==> src/rtl/core/prl_pkg.sv <==
`timescale 1ns / 1ps
// Shared types, widths and helpers for the port rate limiter.
// No dependencies; used by every module in rtl/core.
package prl_pkg;

  localparam int CNT_W      = 40;  // outstanding bit count, Q8, signed
  localparam int ACC_W      = CNT_W + 1;
  localparam int BYTES_W    = 10;
  localparam int SUM_W      = 11;  // line bytes + preamble + gap
  localparam int BYTE_SHIFT = 11;  // bytes -> Q8 bits: * 8 * 256
  localparam int DRAIN_W    = 24;
  localparam int LEVEL_W    = 20;
  localparam int CHARGE_W   = 8;
  localparam int TICKS_W    = 8;
  localparam int FLOOR_W    = DRAIN_W + TICKS_W;
  localparam int THR_W      = LEVEL_W + BYTE_SHIFT + 1;
  localparam int Q_W        = ACC_W - BYTE_SHIFT;
  localparam int OUT_W      = 24;
  localparam int CFG_ADDR_W = 3;
  localparam int CFG_DATA_W = 24;

  // 7 bits in Q8, the round-up term of (bits + 7) / 8
  localparam logic signed [ACC_W-1:0] ROUND_Q8 = ACC_W'(7 * 256);
  localparam logic signed [THR_W-1:0] ROUND_THR = THR_W'(7 * 256);

  localparam logic [CHARGE_W-1:0] PREAMBLE_RST = CHARGE_W'(8);
  localparam logic [CHARGE_W-1:0] GAP_RST      = CHARGE_W'(12);

  typedef enum logic [1:0] {
    CMD_LINE  = 2'd0,
    CMD_DRAIN = 2'd1,
    CMD_RAW   = 2'd2
  } prl_cmd_t;

  typedef enum logic [CFG_ADDR_W-1:0] {
    REG_DRAIN    = 3'd0,
    REG_PREAMBLE = 3'd1,
    REG_GAP      = 3'd2,
    REG_XOFF     = 3'd3,
    REG_XON      = 3'd4,
    REG_CREDIT   = 3'd5
  } prl_reg_t;

  typedef struct packed {
    prl_cmd_t           cmd;
    logic               sop;
    logic               eop;
    logic [BYTES_W-1:0] line_bytes;
  } prl_item_t;

  // Register values plus terms derived from them for the update stage
  typedef struct packed {
    logic [DRAIN_W-1:0]  drain_q8;
    logic [CHARGE_W-1:0] preamble;
    logic [CHARGE_W-1:0] gap;
    logic [FLOOR_W:0]    floor_neg;  // -(drain * credit_ticks), signed
    logic [THR_W-1:0]    xoff_thr;   // (xoff_level << 11) - 1792, signed
    logic [THR_W-1:0]    xon_thr;    // (xon_level << 11) - 1792, signed
  } prl_cfg_t;

  // Clamp a widened sum back into the count range
  function automatic logic [CNT_W-1:0] sat_cnt(input logic [ACC_W-1:0] v);
    logic [CNT_W-1:0] res;
    case (v[ACC_W-1:ACC_W-2])
      2'b01:   res = {1'b0, {(CNT_W-1){1'b1}}};
      2'b10:   res = {1'b1, {(CNT_W-1){1'b0}}};
      default: res = v[CNT_W-1:0];
    endcase
    return res;
  endfunction

endpackage

==> src/rtl/core/prl_cfg.sv <==
`timescale 1ns / 1ps
// Configuration registers of the rate limiter and the terms derived from them.
// Depends on prl_pkg.
module prl_cfg (
  input  logic                            clk,
  input  logic                            rst_n,
  input  logic                            cfg_wen,
  input  logic [prl_pkg::CFG_ADDR_W-1:0]  cfg_addr,
  input  logic [prl_pkg::CFG_DATA_W-1:0]  cfg_wdata,
  output prl_pkg::prl_cfg_t               cfg
);
  import prl_pkg::*;

  logic [DRAIN_W-1:0]  drain_r;
  logic [CHARGE_W-1:0] preamble_r;
  logic [CHARGE_W-1:0] gap_r;
  logic [LEVEL_W-1:0]  xoff_r;
  logic [LEVEL_W-1:0]  xon_r;
  logic [TICKS_W-1:0]  credit_r;

  logic [FLOOR_W:0]    floor_neg_r, floor_neg_nxt;
  logic [THR_W-1:0]    xoff_thr_r, xoff_thr_nxt;
  logic [THR_W-1:0]    xon_thr_r, xon_thr_nxt;
  logic [FLOOR_W-1:0]  floor_prod;

  always_ff @(posedge clk) begin
    if (!rst_n) begin
      drain_r    <= '0;
      preamble_r <= PREAMBLE_RST;
      gap_r      <= GAP_RST;
      xoff_r     <= '0;
      xon_r      <= '0;
      credit_r   <= '0;
    end else if (cfg_wen) begin
      case (prl_reg_t'(cfg_addr))
        REG_DRAIN:    drain_r    <= cfg_wdata[DRAIN_W-1:0];
        REG_PREAMBLE: preamble_r <= cfg_wdata[CHARGE_W-1:0];
        REG_GAP:      gap_r      <= cfg_wdata[CHARGE_W-1:0];
        REG_XOFF:     xoff_r     <= cfg_wdata[LEVEL_W-1:0];
        REG_XON:      xon_r      <= cfg_wdata[LEVEL_W-1:0];
        REG_CREDIT:   credit_r   <= cfg_wdata[TICKS_W-1:0];
        default:      ;
      endcase
    end
  end

  // Fold the byte rounding into the thresholds so the update stage only compares
  always_comb begin
    floor_prod    = FLOOR_W'(drain_r) * FLOOR_W'(credit_r);
    floor_neg_nxt = -{1'b0, floor_prod};
    xoff_thr_nxt  = $signed({1'b0, xoff_r, {BYTE_SHIFT{1'b0}}}) - ROUND_THR;
    xon_thr_nxt   = $signed({1'b0, xon_r, {BYTE_SHIFT{1'b0}}}) - ROUND_THR;
  end

  always_ff @(posedge clk) begin
    if (!rst_n) begin
      floor_neg_r <= '0;
      xoff_thr_r  <= -ROUND_THR;
      xon_thr_r   <= -ROUND_THR;
    end else begin
      floor_neg_r <= floor_neg_nxt;
      xoff_thr_r  <= xoff_thr_nxt;
      xon_thr_r   <= xon_thr_nxt;
    end
  end

  always_comb begin
    cfg.drain_q8  = drain_r;
    cfg.preamble  = preamble_r;
    cfg.gap       = gap_r;
    cfg.floor_neg = floor_neg_r;
    cfg.xoff_thr  = xoff_thr_r;
    cfg.xon_thr   = xon_thr_r;
  end

endmodule

==> src/rtl/core/prl_acc.sv <==
`timescale 1ns / 1ps
// Outstanding-bit accumulator, xon/xoff flag and the result register.
// Depends on prl_pkg; fed by the input stage and prl_cfg.
module prl_acc (
  input  logic                       clk,
  input  logic                       rst_n,
  input  logic                       fire,
  input  prl_pkg::prl_item_t         item,
  input  prl_pkg::prl_cfg_t          cfg,
  input  logic                       out_tready,
  output logic                       acc_ready,
  output logic                       out_valid,
  output logic                       out_xoff,
  output logic [prl_pkg::OUT_W-1:0]  out_bytes
);
  import prl_pkg::*;

  logic [CNT_W-1:0] cnt_r, cnt_nxt;
  logic             pause_r, pause_nxt;
  logic             out_valid_r;
  logic             out_xoff_r;
  logic [OUT_W-1:0] out_bytes_r, bytes_nxt;

  logic [SUM_W-1:0] add_bytes;
  logic [ACC_W-1:0] cnt_ext, add_sum, sub_sum, new_ext, rnd;
  logic [ACC_W-1:0] floor_ext, xoff_ext, xon_ext;
  logic [Q_W-1:0]   q;
  logic             drain_ok;

  always_comb begin
    cnt_ext   = {cnt_r[CNT_W-1], cnt_r};
    floor_ext = {{(ACC_W-FLOOR_W-1){cfg.floor_neg[FLOOR_W]}}, cfg.floor_neg};
    xoff_ext  = {{(ACC_W-THR_W){cfg.xoff_thr[THR_W-1]}}, cfg.xoff_thr};
    xon_ext   = {{(ACC_W-THR_W){cfg.xon_thr[THR_W-1]}}, cfg.xon_thr};

    add_bytes = SUM_W'(item.line_bytes);
    if (item.cmd == CMD_LINE) begin
      add_bytes = SUM_W'(item.line_bytes)
                + (item.sop ? SUM_W'(cfg.preamble) : '0)
                + (item.eop ? SUM_W'(cfg.gap) : '0);
    end
    add_sum  = cnt_ext + {{(ACC_W-SUM_W-BYTE_SHIFT){1'b0}}, add_bytes, {BYTE_SHIFT{1'b0}}};
    sub_sum  = cnt_ext - {{(ACC_W-DRAIN_W){1'b0}}, cfg.drain_q8};
    drain_ok = $signed(cnt_ext) > $signed(floor_ext);

    cnt_nxt   = cnt_r;
    pause_nxt = pause_r;
    case (item.cmd)
      CMD_LINE: begin
        cnt_nxt = sat_cnt(add_sum);
        if (!pause_r && $signed({cnt_nxt[CNT_W-1], cnt_nxt}) > $signed(xoff_ext)) begin
          pause_nxt = 1'b1;
        end
      end
      CMD_DRAIN: begin
        if (drain_ok) begin
          cnt_nxt = sat_cnt(sub_sum);
          if (pause_r && $signed({cnt_nxt[CNT_W-1], cnt_nxt}) <= $signed(xon_ext)) begin
            pause_nxt = 1'b0;
          end
        end
      end
      CMD_RAW: cnt_nxt = sat_cnt(add_sum);
      default: ;
    endcase

    // (bits + 7) / 8 with truncation toward zero, then clamp to the output range
    new_ext = {cnt_nxt[CNT_W-1], cnt_nxt};
    rnd     = new_ext + ROUND_Q8;
    q       = rnd[ACC_W-1:BYTE_SHIFT]
            + Q_W'(rnd[ACC_W-1] && (|rnd[BYTE_SHIFT-1:0]));
    if (q[Q_W-1:OUT_W-1] == '0 || q[Q_W-1:OUT_W-1] == '1) begin
      bytes_nxt = q[OUT_W-1:0];
    end else if (q[Q_W-1]) begin
      bytes_nxt = {1'b1, {(OUT_W-1){1'b0}}};
    end else begin
      bytes_nxt = {1'b0, {(OUT_W-1){1'b1}}};
    end
  end

  always_ff @(posedge clk) begin
    if (!rst_n) begin
      cnt_r       <= '0;
      pause_r     <= 1'b0;
      out_valid_r <= 1'b0;
    end else if (fire) begin
      cnt_r       <= cnt_nxt;
      pause_r     <= pause_nxt;
      out_valid_r <= 1'b1;
    end else if (out_tready) begin
      out_valid_r <= 1'b0;
    end
  end

  always_ff @(posedge clk) begin
    if (fire) begin
      out_xoff_r  <= pause_nxt;
      out_bytes_r <= bytes_nxt;
    end
  end

  assign acc_ready = !out_valid_r || out_tready;
  assign out_valid = out_valid_r;
  assign out_xoff  = out_xoff_r;
  assign out_bytes = out_bytes_r;

  a_xoff_set_only_on_line: assert property (@(posedge clk) disable iff (!rst_n)
    (fire && item.cmd != CMD_LINE && !pause_r) |=> !pause_r)
    else $error("xoff raised by an item other than a line send");

  a_xoff_clear_only_on_drain: assert property (@(posedge clk) disable iff (!rst_n)
    (fire && item.cmd != CMD_DRAIN && pause_r) |=> pause_r)
    else $error("xoff released by an item other than a drain tick");

  a_count_holds_when_idle: assert property (@(posedge clk) disable iff (!rst_n)
    !fire |=> $stable(cnt_r) && $stable(pause_r))
    else $error("count changed without an item");

  a_result_tracks_flag: assert property (@(posedge clk) disable iff (!rst_n)
    out_valid_r |-> (out_xoff_r == pause_r))
    else $error("held result disagrees with the xoff flag");

endmodule

==> src/rtl/core/port_rate_limiter_xon_xoff.sv <==
`timescale 1ns / 1ps
// Leaky-bucket port rate limiter with xon/xoff pause request.
// Path: input register, then update + result register, from input accept to result valid.
// Throughput: one item per cycle while the result is not stalled; the count and xoff flag update once per item.
// A stalled result is held while the input register still takes the next item if it is empty.
// Reset (rst_n low, synchronous): count and xoff clear, config registers return to defaults.
// Depends on prl_pkg, prl_cfg and prl_acc.
module port_rate_limiter_xon_xoff (
  input  logic                            clk,
  input  logic                            rst_n,
  input  logic                            cfg_wen,
  input  logic [prl_pkg::CFG_ADDR_W-1:0]  cfg_addr,
  input  logic [prl_pkg::CFG_DATA_W-1:0]  cfg_wdata,
  input  logic                            in_tvalid,
  output logic                            in_tready,
  input  logic [15:0]                     in_tdata,   // line_bytes[9:0], zero pad
  input  logic [2:0]                      in_tuser,   // cmd[1:0], start_of_packet
  input  logic                            in_tlast,   // end_of_packet
  output logic                            out_tvalid,
  input  logic                            out_tready,
  output logic [31:0]                     out_tdata   // xoff, outstanding_bytes[23:0], zero pad
);
  import prl_pkg::*;

  logic              s1_valid_r;
  prl_item_t         s1_item_r;
  prl_cfg_t          cfg;
  logic              acc_ready;
  logic              fire;
  logic              out_xoff;
  logic [OUT_W-1:0]  out_bytes;

  prl_cfg u_cfg (
    .clk       (clk),
    .rst_n     (rst_n),
    .cfg_wen   (cfg_wen),
    .cfg_addr  (cfg_addr),
    .cfg_wdata (cfg_wdata),
    .cfg       (cfg)
  );

  assign fire      = s1_valid_r && acc_ready;
  assign in_tready = !s1_valid_r || acc_ready;

  always_ff @(posedge clk) begin
    if (!rst_n) begin
      s1_valid_r <= 1'b0;
    end else if (in_tvalid && in_tready) begin
      s1_valid_r <= 1'b1;
    end else if (fire) begin
      s1_valid_r <= 1'b0;
    end
  end

  always_ff @(posedge clk) begin
    if (in_tvalid && in_tready) begin
      s1_item_r.cmd        <= prl_cmd_t'(in_tuser[1:0]);
      s1_item_r.sop        <= in_tuser[2];
      s1_item_r.eop        <= in_tlast;
      s1_item_r.line_bytes <= in_tdata[BYTES_W-1:0];
    end
  end

  prl_acc u_acc (
    .clk        (clk),
    .rst_n      (rst_n),
    .fire       (fire),
    .item       (s1_item_r),
    .cfg        (cfg),
    .out_tready (out_tready),
    .acc_ready  (acc_ready),
    .out_valid  (out_tvalid),
    .out_xoff   (out_xoff),
    .out_bytes  (out_bytes)
  );

  assign out_tdata = {7'b0, out_bytes, out_xoff};

  a_held_item_kept: assert property (@(posedge clk) disable iff (!rst_n)
    (s1_valid_r && !acc_ready) |=> s1_valid_r)
    else $error("stalled item dropped from the input register");

endmodule
==> config.mk <==
export PLATFORM = sky130hd
export DESIGN_NAME = port_rate_limiter_xon_xoff
export DESIGN_NICKNAME = d
export VERILOG_FILES = /design/src/rtl/core/prl_pkg.sv /design/src/rtl/core/prl_cfg.sv /design/src/rtl/core/prl_acc.sv /design/src/rtl/core/port_rate_limiter_xon_xoff.sv
export SDC_FILE = /design/constraint.sdc
export NUM_CORES = 1
export LEC_CHECK = 0
export ABC_AREA = 1
export BUFFER_PORTS_ARGS = -buffer_cell sky130_fd_sc_hd__buf_2
export CORE_ASPECT_RATIO = 0.8
export CORE_MARGIN = 2
export CORE_UTILIZATION = 30
export DETAILED_ROUTE_END_ITERATION = 6
export HOLD_SLACK_MARGIN = 0.03
export SLEW_MARGIN = 20
export SYNTH_ARGS = -nofsm -noshare
export SYNTH_HDL_FRONTEND = slang
export SYNTH_SLANG_ARGS = --single-unit
==> constraint.sdc <==
create_clock -name clk -period 15.6 [get_ports clk]
set_clock_uncertainty 0.1 [all_clocks]
set_input_delay 1.56 -clock clk [delete_from_list [all_inputs] [get_ports clk]]
set_output_delay 1.56 -clock clk [all_outputs]
set_load 0.05 [all_outputs]
Word-level counts from Yosys, hierarchy flattened
Index checks and enable logic that the tools add are counted.

word-level totals
  register bits after elaboration = 267

cells by class
  add/sub/neg operators = 9
  equality and inequality tests = 12
  mux-type cells = 20
  $mul = 1
  reduce and logical (&&, ||, !) cells = 23
  order comparisons = 3

operators with widths
  cell                    number
  $mux 40                 4
  $pmux 40 s2             2
  $pmux 40 s3             1
  $sub 31x11->32 const B  2
  $mux 24                 2
  $add 40x12->41 const B  1
  $add 40x23->41          1
  $sub 40x25->41          1
  $gt 40x32->1            1
  $gt 40x33->1            1
  $le 40x32->1            1
  $neg 32->33             1
  $mul 24x8->32           1
  $add 30x1->30           1
  $mux 8                  2
  $reduce_and 2->1        6
  $add 10x11->11          1
  $add 11x11->11          1
  $mux 11                 1
  $reduce_or 11->1        1
  $eq 7x7->1 const B      1
  $logic_not 7->1         1
  $mux 1                  7
  $eq 2x1->1 const B      3
  11 further kinds        24

Depth between registers and ports, before layout
Gate-level depths: netlist (run 1).

  depth after elaboration = 16
  mapped depth = 58
  depth with buffers taken out = 55

Modules after synthesis
From an unflattened synthesis (run 1), not the netlist that was laid out.

second synthesis, totals
  cells, all modules = 4,308
  area, all modules = 27,465.1 µm²

by module, submodules not included
  module                      area an instance (µm²)  instances  cells an instance
  prl_acc                     13,709.4                1          2,408
  prl_cfg                     13,212.7                1          1,868
  port_rate_limiter_xon_xoff  543.0                   1          32

Worst setup path before layout (run 1)
Ideal clock, no wire load.

  path type = reg2reg
  start = reg s1_item_r[11] (netlist name)
  end = reg u_acc.out_bytes_r[10], in the netlist u_acc.out_bytes[10], data pin
  required time = 15.247 ns
  stages on the path, launching flop included = 51
  clock period less this slack = 6.985 ns
  slack = 8.615 ns
  buffers on the path = 3
  data arrival time = 6.632 ns
  library setup time = 0.253 ns
  cell sequence = edfxtp_1 clkbuf_1 nand2_1 fa_1 inv_1 ha_1 fa_1 nand3_1 nand2_1 a21oi_1 nor2_1 nor2_1 nor2_1 nor2_1 nor2_1 o21ai_0 xnor2_1 ha_1 [... 15 more ...] nor2_1 nand3_1 inv_1 nor3_1 ha_1 ha_1 nand4_1 nor2_2 nand3_4 nor2_4 nand3_1 nand2_1 nand2_1 nor2_1 nand3_2 nand3_2 buf_6 nand2_2

between the ends
  cells in the longest elaborated chain, start to end = 16
  elaborated cells between the ends (all ways) = 19
  those cells by class = add/sub: 5; eq/ne: 3; mux: 7; reduce/logical: 4

ends and longest elaborated chain
  item                                           line                              source
  start: declaration                             port_rate_limiter_xon_xoff.sv:26  prl_item_t s1_item_r;
  $mux 8 *                                       prl_acc.sv:39                     + (item.sop ? SUM_W'(cfg.preamble) : '0)
  $add 10x11->11 *                               prl_acc.sv:39
  $add 11x11->11 *                               prl_acc.sv:40                     + (item.eop ? SUM_W'(cfg.gap) : '0);
  $mux 11 *                                      prl_acc.sv:37                     if (item.cmd == CMD_LINE) begin
  $add 40x23->41 *                               prl_acc.sv:42                     add_sum = cnt_ext + {{(ACC_W-SUM_W-BYTE_SHIFT){1'b0}}, add_bytes, {BYTE_SHIFT{1'b0}}};
  $eq 2x2->1 or $eq 2x1->1 (tied branches)       prl_pkg.sv:64                     case (v[ACC_W-1:ACC_W-2])
  $pmux 40 s2 *                                  prl_pkg.sv:64
  $mux 40                                        prl_acc.sv:48                     case (item.cmd)
  $pmux 40 s3 *                                  prl_acc.sv:48
  $add 40x12->41 *                               prl_acc.sv:69                     rnd = new_ext + ROUND_Q8;
  $reduce_or 11->1                               prl_acc.sv:71                     + Q_W'(rnd[ACC_W-1] && (|rnd[BYTE_SHIFT-1:0]));
  $logic_and 1x1->1                              prl_acc.sv:71
  $add 30x1->30 *                                prl_acc.sv:71
  $eq 7x7->1 or $logic_not 7->1 (tied branches)  prl_acc.sv:72                     if (q[Q_W-1:OUT_W-1] == '0 || q[Q_W-1:OUT_W-1] == '1) begin
  $logic_or 1x1->1                               prl_acc.sv:72
  $mux 24 *                                      prl_acc.sv:72
  named net u_acc.bytes_nxt[10]                  prl_acc.sv:22                     logic [OUT_W-1:0] out_bytes_r, bytes_nxt;
  end signal: assignment                         prl_acc.sv:98                     out_bytes_r <= bytes_nxt;
  end: declaration                               prl_acc.sv:22

The timed path passes the listed nets; every way through them passes the cells marked *. The select of a mux whose other input is x is not followed.
A chain may end at the register's enable or synchronous reset.

Final worst setup path (run 1)
  start = reg s1_item_r[11] (netlist name)
  end = reg u_acc.out_bytes_r[22], in the netlist u_acc.out_bytes[22], data pin

Same word-level chain as after synthesis.

==> run metrics, run 1 <==
status=finished, violations left; failing checks=design-rule violations; # clock sinks=245; Post-Place Cells=4952; layout cell share with drive strength beyond 1=approximately 7%; sequential area share after synthesis=20.7%; NetSw=1.27 mW; DRT Pass-1 Iters=7; Pint=1.53 mW; first-pass GRT wire length=127 mm; critical path arrival=9610 ps; Top FF cell, synth=dfxtp_1; synthesized area=25600 um^2; Remaining Overflow, GRT=0; # DRC=2; Worst-Margin Slew=approximately 1000 ps; Slew HR=30.4%; nets=4290; Pwr Density=101 nW/um^2; CP Data Required Time=15830 ps; Setup Crit Path Kind=flop to flop; Setup violations, final=0; Root Buffer=clkbuf_16; clock share of power=25.6%; # IOs=86; antenna violations before repair=0; worst hold path class=flop to flop; Finished Layout Cells=5006; slowest CP cell=nand2_2; Pwr Total=about 2.8 mW; ys async rst share=0%; TritonCTS buffer count=29; worst path buffer plus inverter count=4; CTS H-tree lvls=1; port bufs=~70; initial core utilization=30.4%; gp weighted congestion=0.935; Sw Share=45.5%; synthesis-stage register bit count=approximately 250; Synth Instances=3893; WL met3=4.75 mm; Max Cap Viol=0; PostCTS Resize Cnt=0; core footprint=between 80000 and 90000 um^2; post-CTS setup buffer count=0; Max VDD drop=roughly 0.089 mV; Logic pwr share=46.6%; RSZ-0062 raised after global routing=false; Synth-to-Final Area Change=8.50%; Tmin final=9380 ps; CTS Buffer Depth=3; Rows=95; Routed Antenna Nets=0; Detailed Route WL=79.2 mm; Final Hold Fails=0; max-slew violations=0; CP max stage delay=between 600 and 700 ps; GRT Overall Usage=18.1%; Max FO, Critical Path=38; kind of cell adding the most delay to the critical path=simple AND/OR/NAND/NOR gates; WL/cell=15.8 um; CTS hold repair buffers=0; Via-to-Cell Ratio=4.78; highest metal used=met4; Max Fclk=107 MHz; vias post-DR=23937; die area=around 90000 um^2; total length of routed met2 wires=33.0 mm; Ys Warns=0; length of routed wiring on met1=38.9 mm; Seq pwr share=27.8%; die width=330 um; Skew-Pair Late Insertion Delay=about 600 ps; leakage=14.2 nW; vias in the first global route=22855; number of flops mapped to enable cells by yosys=39; crit path capture type=flop; DP HPWL=63.4 mm; setup TNS=0 ps; crit-path most repeated cell=nand2_1; startpoint type of the worst setup path=flop; CTS tree=built; Worst-path clk slew=60 ps; post-synth cell types=60; Die Span Y=265 um; largest net degree at the start of global routing=97; crit share post-route=60.1%; drt initial violations=1929; Mapped Avg Cell Area=between 6 and 7 um^2
==> path summary, 6_finish.rpt <==
kind                                      from             endpoint  slack (ps)  cells past startpoint
worst min register to register  u_cfg.xon_r[0]  u_cfg.xon_thr_r[11]         310                      1
worst min-delay path            u_cfg.xon_r[0]  u_cfg.xon_thr_r[11]         310                      1
worst max register to register   s1_item_r[11]  u_acc.out_bytes[22]        6220                     50
worst max-delay path             s1_item_r[11]  u_acc.out_bytes[22]        6220                     50
==> through the flow <==
step | worst slack [ps] | utilization [%] | hold WS, ps | cell area, um^2
after CTS | 6380 | 32.9 | 312 | 27700
after global placement | 6500 | 31.8 | 299 | 26700
after floorplan | 8610 | - | 285 | 25600
after global routing | 5330 | 32.9 | 330 | 27700
final | 6220 | 32.9 | 314 | 27700
after detailed placement | 6410 | 31.8 | 297 | 26700
==> per-layer routing <==
metal | vias up | global-route usage (%)
met2 | 730 | 27.5
met4 | 0 | 5.60
met5 | - | 0
li1 | 12081 | -
met3 | 109 | 1.93
met1 | 11017 | 26.7
==> final cells by class <==
cell class	count	area, um^2
timing repair buffer	87	475
clock inverter	15	181
fill	9244	56400
multi-input combinational	2753	16700
antenna	1	2.50
inverter	752	2820
tap	1115	1400
clock buffer	38	801
sequential	245	5300
==> worst register-to-register path: cells and delay by family, from the launching register on <==
| family | cells | cell delay (ps) |
|---|---|---|
| buffers and inverters | 4 | 300 |
| flip-flops | 1 | 530 |
| AO/OA/AOI/OAI | 4 | 720 |
| AND/OR/NAND/NOR | 35 | 5330 |
| adder cells (fa/ha/maj) | 6 | 1910 |
| XOR/XNOR | 1 | 220 |
==> registers in the layout (all words and copies together) (netlist names), 8 cells and up <==
signal,flops
s1_item_r,14
u_acc.out_bytes,24
u_cfg.credit_r,8
u_acc.cnt_r,40
u_cfg.drain_r,24
u_cfg.floor_neg_r,33
u_cfg.gap_r,8
u_cfg.xon_r,20
u_cfg.preamble_r,8
u_cfg.xoff_thr_r,21
u_cfg.xoff_r,20
u_cfg.xon_thr_r,21
==> cells in the mapped netlist, types with 13 or more instances <==
cell,n,area share (%)
nand3_1,197,3.9
dfxtp_1,206,16
inv_1,728,11
xor2_1,33,1.1
nor3_1,36,0.71
o21a_1,14,0.41
nor2_1,383,5.6
a21oi_1,238,4.7
nor2_2,23,0.56
edfxtp_1,39,4.6
ha_1,224,11
buf_4,13,0.38
fa_1,146,11
nand4_1,36,0.88
xnor2_1,20,0.69
inv_2,21,0.31
o21ai_0,228,4.5
nand2_2,46,1.1
nand2_1,982,14
clkbuf_1,104,1.5
buf_2,16,0.31
==> kinds of logic (layout without fill, tap and decap cells) <==
group	Yosys count	after routing	synth area share, %
AND/OR/NAND/NOR	1758	1758	29.2
buffers and inverters	901	892	13.9
AO/OA/AOI/OAI	565	565	12.0
adder cells (fa/ha/maj)	370	370	22.4
flip-flops	245	245	20.7
XOR/XNOR	53	53	1.82
other	1	8	0.0147
==> cells in the final DEF (no fill, tap or decap), types with 14 or more instances in the layout <==
| cell type | count |
|---|---|
| nand2_2 | 46 |
| buf_4 | 16 |
| inv_1 | 726 |
| edfxtp_1 | 39 |
| nor2_1 | 382 |
| nand2_1 | 982 |
| inv_2 | 23 |
| xnor2_1 | 20 |
| fa_1 | 146 |
| dfxtp_1 | 202 |
| nand4_1 | 36 |
| o21ai_0 | 228 |
| clkbuf_16 | 30 |
| o21a_1 | 14 |
| buf_2 | 71 |
| ha_1 | 224 |
| a21oi_1 | 238 |
| xor2_1 | 33 |
| nand3_1 | 197 |
| nor3_1 | 35 |
| nor2_2 | 24 |
==> power groups by stage <==
stage	combinational [mW]	clock [mW]	sequential (mW)
floorplan	0.972	0	0.780
global placement	1.26	0	0.790
detailed placement	1.28	0	0.792
CTS	1.29	0.731	0.778
global route	1.48	0.754	0.784
finish	1.30	0.716	0.779
Note: power is estimated with default switching activity, not from simulation.
==> run 2, diff against run 1 <==
Clock period 15.6 ns to 7.9 ns, I/O delays scaled along.
==> run metrics, run 2 (same netlist as run 1, synthesis figures left out) <==
status=finished, violations left (unchanged); failing checks=design-rule violations (unchanged); # IOs=86 (unchanged); WHS Endpoint=s1_item_r[13] (was u_cfg.xon_thr_r[11]); CTS hold repair buffers=0 (unchanged); setup slack, reg-to-reg=330 ps (was 6220 ps); Via-to-Cell Ratio=4.79 (was 4.78); R2R Path Start=s1_item_r[10] (was s1_item_r[11]); total length of routed met2 wires=35.8 mm (was 33.0 mm); CP Data Required Time=8160 ps (was 15830 ps); largest registers=u_acc.cnt_r (40), u_cfg.floor_neg_r (33) (unchanged); DP HPWL=67.1 mm (was 63.4 mm); crit share post-route=95.9% (was 60.1%); Setup violations, final=0 (unchanged); CTS H-tree lvls=1 (unchanged); die area=87500 um^2 (unchanged); CTS Buffer Depth=3 (unchanged); Die Span Y=265 um (unchanged); antenna cells=0 (was 1); WL met3=5.35 mm (was 4.75 mm); Synth-to-Final Area Change=16.1% (was 8.50%); crit path capture type=flop (unchanged); antenna violations before repair=0 (unchanged); layout cell share with drive strength beyond 1=13.3% (was 6.97%); Setup Crit Path Kind=flop to flop (unchanged); Max FO, Critical Path=8 (was 38); hold path startpoint=in_tuser[1] (was u_cfg.xon_r[0]); nets=4446 (was 4290); Post-Place Cells=5074 (was 4952); critical path arrival=7830 ps (was 9610 ps); worst hold path class=primary input to flop (was flop to flop); CP max stage delay=530 ps (was 610 ps); max FFs per register=40 (unchanged); Worst-path clk slew=60 ps (about the same); Finished Core Util=35.3% (was 32.9%); R2R Path End=u_acc.out_bytes[8] (was u_acc.out_bytes[22]); slowest CP cell=fa_1 (was nand2_2); Detailed Route WL=83.8 mm (was 79.2 mm); DRT Pass-1 Iters=7 (unchanged); Max Cap Viol=0 (unchanged); largest net degree at the start of global routing=84 (was 97); startpoint type of the worst setup path=flop (unchanged); FILL cells=9161 (was 9244); most common cell after layout, fill and taps aside=nand2_1 (unchanged); Routed Antenna Nets=0 (unchanged); Tmin final=7570 ps (was 9380 ps); vias in the first global route=23344 (was 22855); vias post-DR=24716 (was 23937); WL/cell=16.2 um (was 15.8 um); Skew-Pair Late Insertion Delay=610 ps (was 600 ps); leakage=15.2 nW (was 14.2 nW); Finished Layout Cells=5160 (was 5006); port bufs=72 (unchanged); Worst-Margin Slew=945 ps (was 1030 ps); first-pass GRT wire length=131 mm (was 127 mm); # DRC=1 (was 2); Hold Path Depth=1 (unchanged); highest metal used=met4 (unchanged); drt initial violations=1726 (was 1929); length of routed wiring on met1=40.1 mm (was 38.9 mm); Slew HR=36.8% (was 30.4%); # clock sinks=245 (unchanged); Root Buffer=clkbuf_16 (unchanged); CTS tree=built (unchanged); initial core utilization=30.4% (unchanged); TritonCTS buffer count=29 (unchanged); Max VDD drop=0.165 mV (was 0.0887 mV); setup TNS=0 ps (unchanged); max-slew violations=0 (unchanged); Final Hold Fails=0 (unchanged); GRT Overall Usage=18.9% (was 18.1%); die width=330 um (unchanged); most frequent cells in the layout=nand2_1 (940), inv_1 (718), nor2_1 (369) (was nand2_1 (982), inv_1 (726), nor2_1 (382)); R2R cell count=54 (was 50); WHS=270 ps (was 314 ps); core footprint=84200 um^2 (unchanged); Pwr Density=197 nW/um^2 (was 101 nW/um^2); Top reg by flops=u_acc.cnt_r (unchanged); crit-path most repeated cell=nand2_2 (was nand2_1); Remaining Overflow, GRT=0 (unchanged); gp weighted congestion=0.982 (was 0.935); Rows=95 (unchanged); Max Fclk=132 MHz (was 107 MHz)
## run 2: changes by cell type in the layout (fill, tap and decap cells not counted), moves of 10 or more
cell,before,now
nor2_4,7,17
buf_6,0,12
nand3_1,197,186
nand2_1,982,940
buf_4,16,152
nor2_1,382,369
nand2_2,46,79
## run 2: timing repair
item,CTS,global route
setup endpoints to repair,0,25
gates resized for setup,0,172
setup buffers,0,31
## run 2: where the power goes
part	leakage [nW]	total (mW)	switching, mW	internal, mW
combinational	12.6	2.94	1.96	0.983
clock	0.486	1.41	0.580	0.833
sequential	2.05	1.50	0.0921	1.41
total	15.2	5.86	2.63	3.23
## run 2: worst max-delay path by stage
stage	startpoint	endpoint	slack, ps	cells past startpoint
finish	s1_item_r[10]	u_acc.out_bytes[8]	330	54
global route	s1_item_r[10]	u_acc.out_bytes[22]	-140	50
CTS	s1_item_r[10]	u_acc.out_bytes[8]	10	53
detailed placement	s1_item_r[10]	u_acc.out_bytes[8]	50	53
global placement	s1_item_r[10]	u_acc.out_bytes[0]	150	53
floorplan	s1_item_r[11]	u_acc.out_bytes[10]	910	50
## run 2: area by class of cell
| class | instances | area [um^2] | area share (%) |
|---|---|---|---|
| multi-input combinational | 2753 | 17400 | 58.5 |
| timing repair buffer | 243 | 1800 | 6.07 |
| sequential | 245 | 5300 | 17.8 |
| inverter | 752 | 2820 | 9.51 |
| tap | 1115 | 1400 | 4.70 |
| clock buffer | 40 | 828 | 2.79 |
| clock inverter | 12 | 166 | 0.561 |
## run 2: critical path: cells and delay by family, from the launching register on
family	cells	cell delay [ps]
flip-flops	1	450
AO/OA/AOI/OAI	4	650
XOR/XNOR	1	160
adder cells (fa/ha/maj)	6	1690
AND/OR/NAND/NOR	36	3430
buffers and inverters	7	860
## run 2: stage by stage
stage               setup slack [ps]  instance area, um^2  total power [mW]
global placement                 152                27700              4.23
finish                           327                29700              5.86
CTS                             14.9                28700              5.68
global route                    -140                29700              6.28
floorplan                        915                25600              3.46
detailed placement              48.4                27700              4.26
## run 2: routing by layer
layer	up-vias	track usage, %
met2	726	29.1
met3	113	2.01
met4	0	5.28
met5	-	0
li1	12419	-
met1	11458	27.7
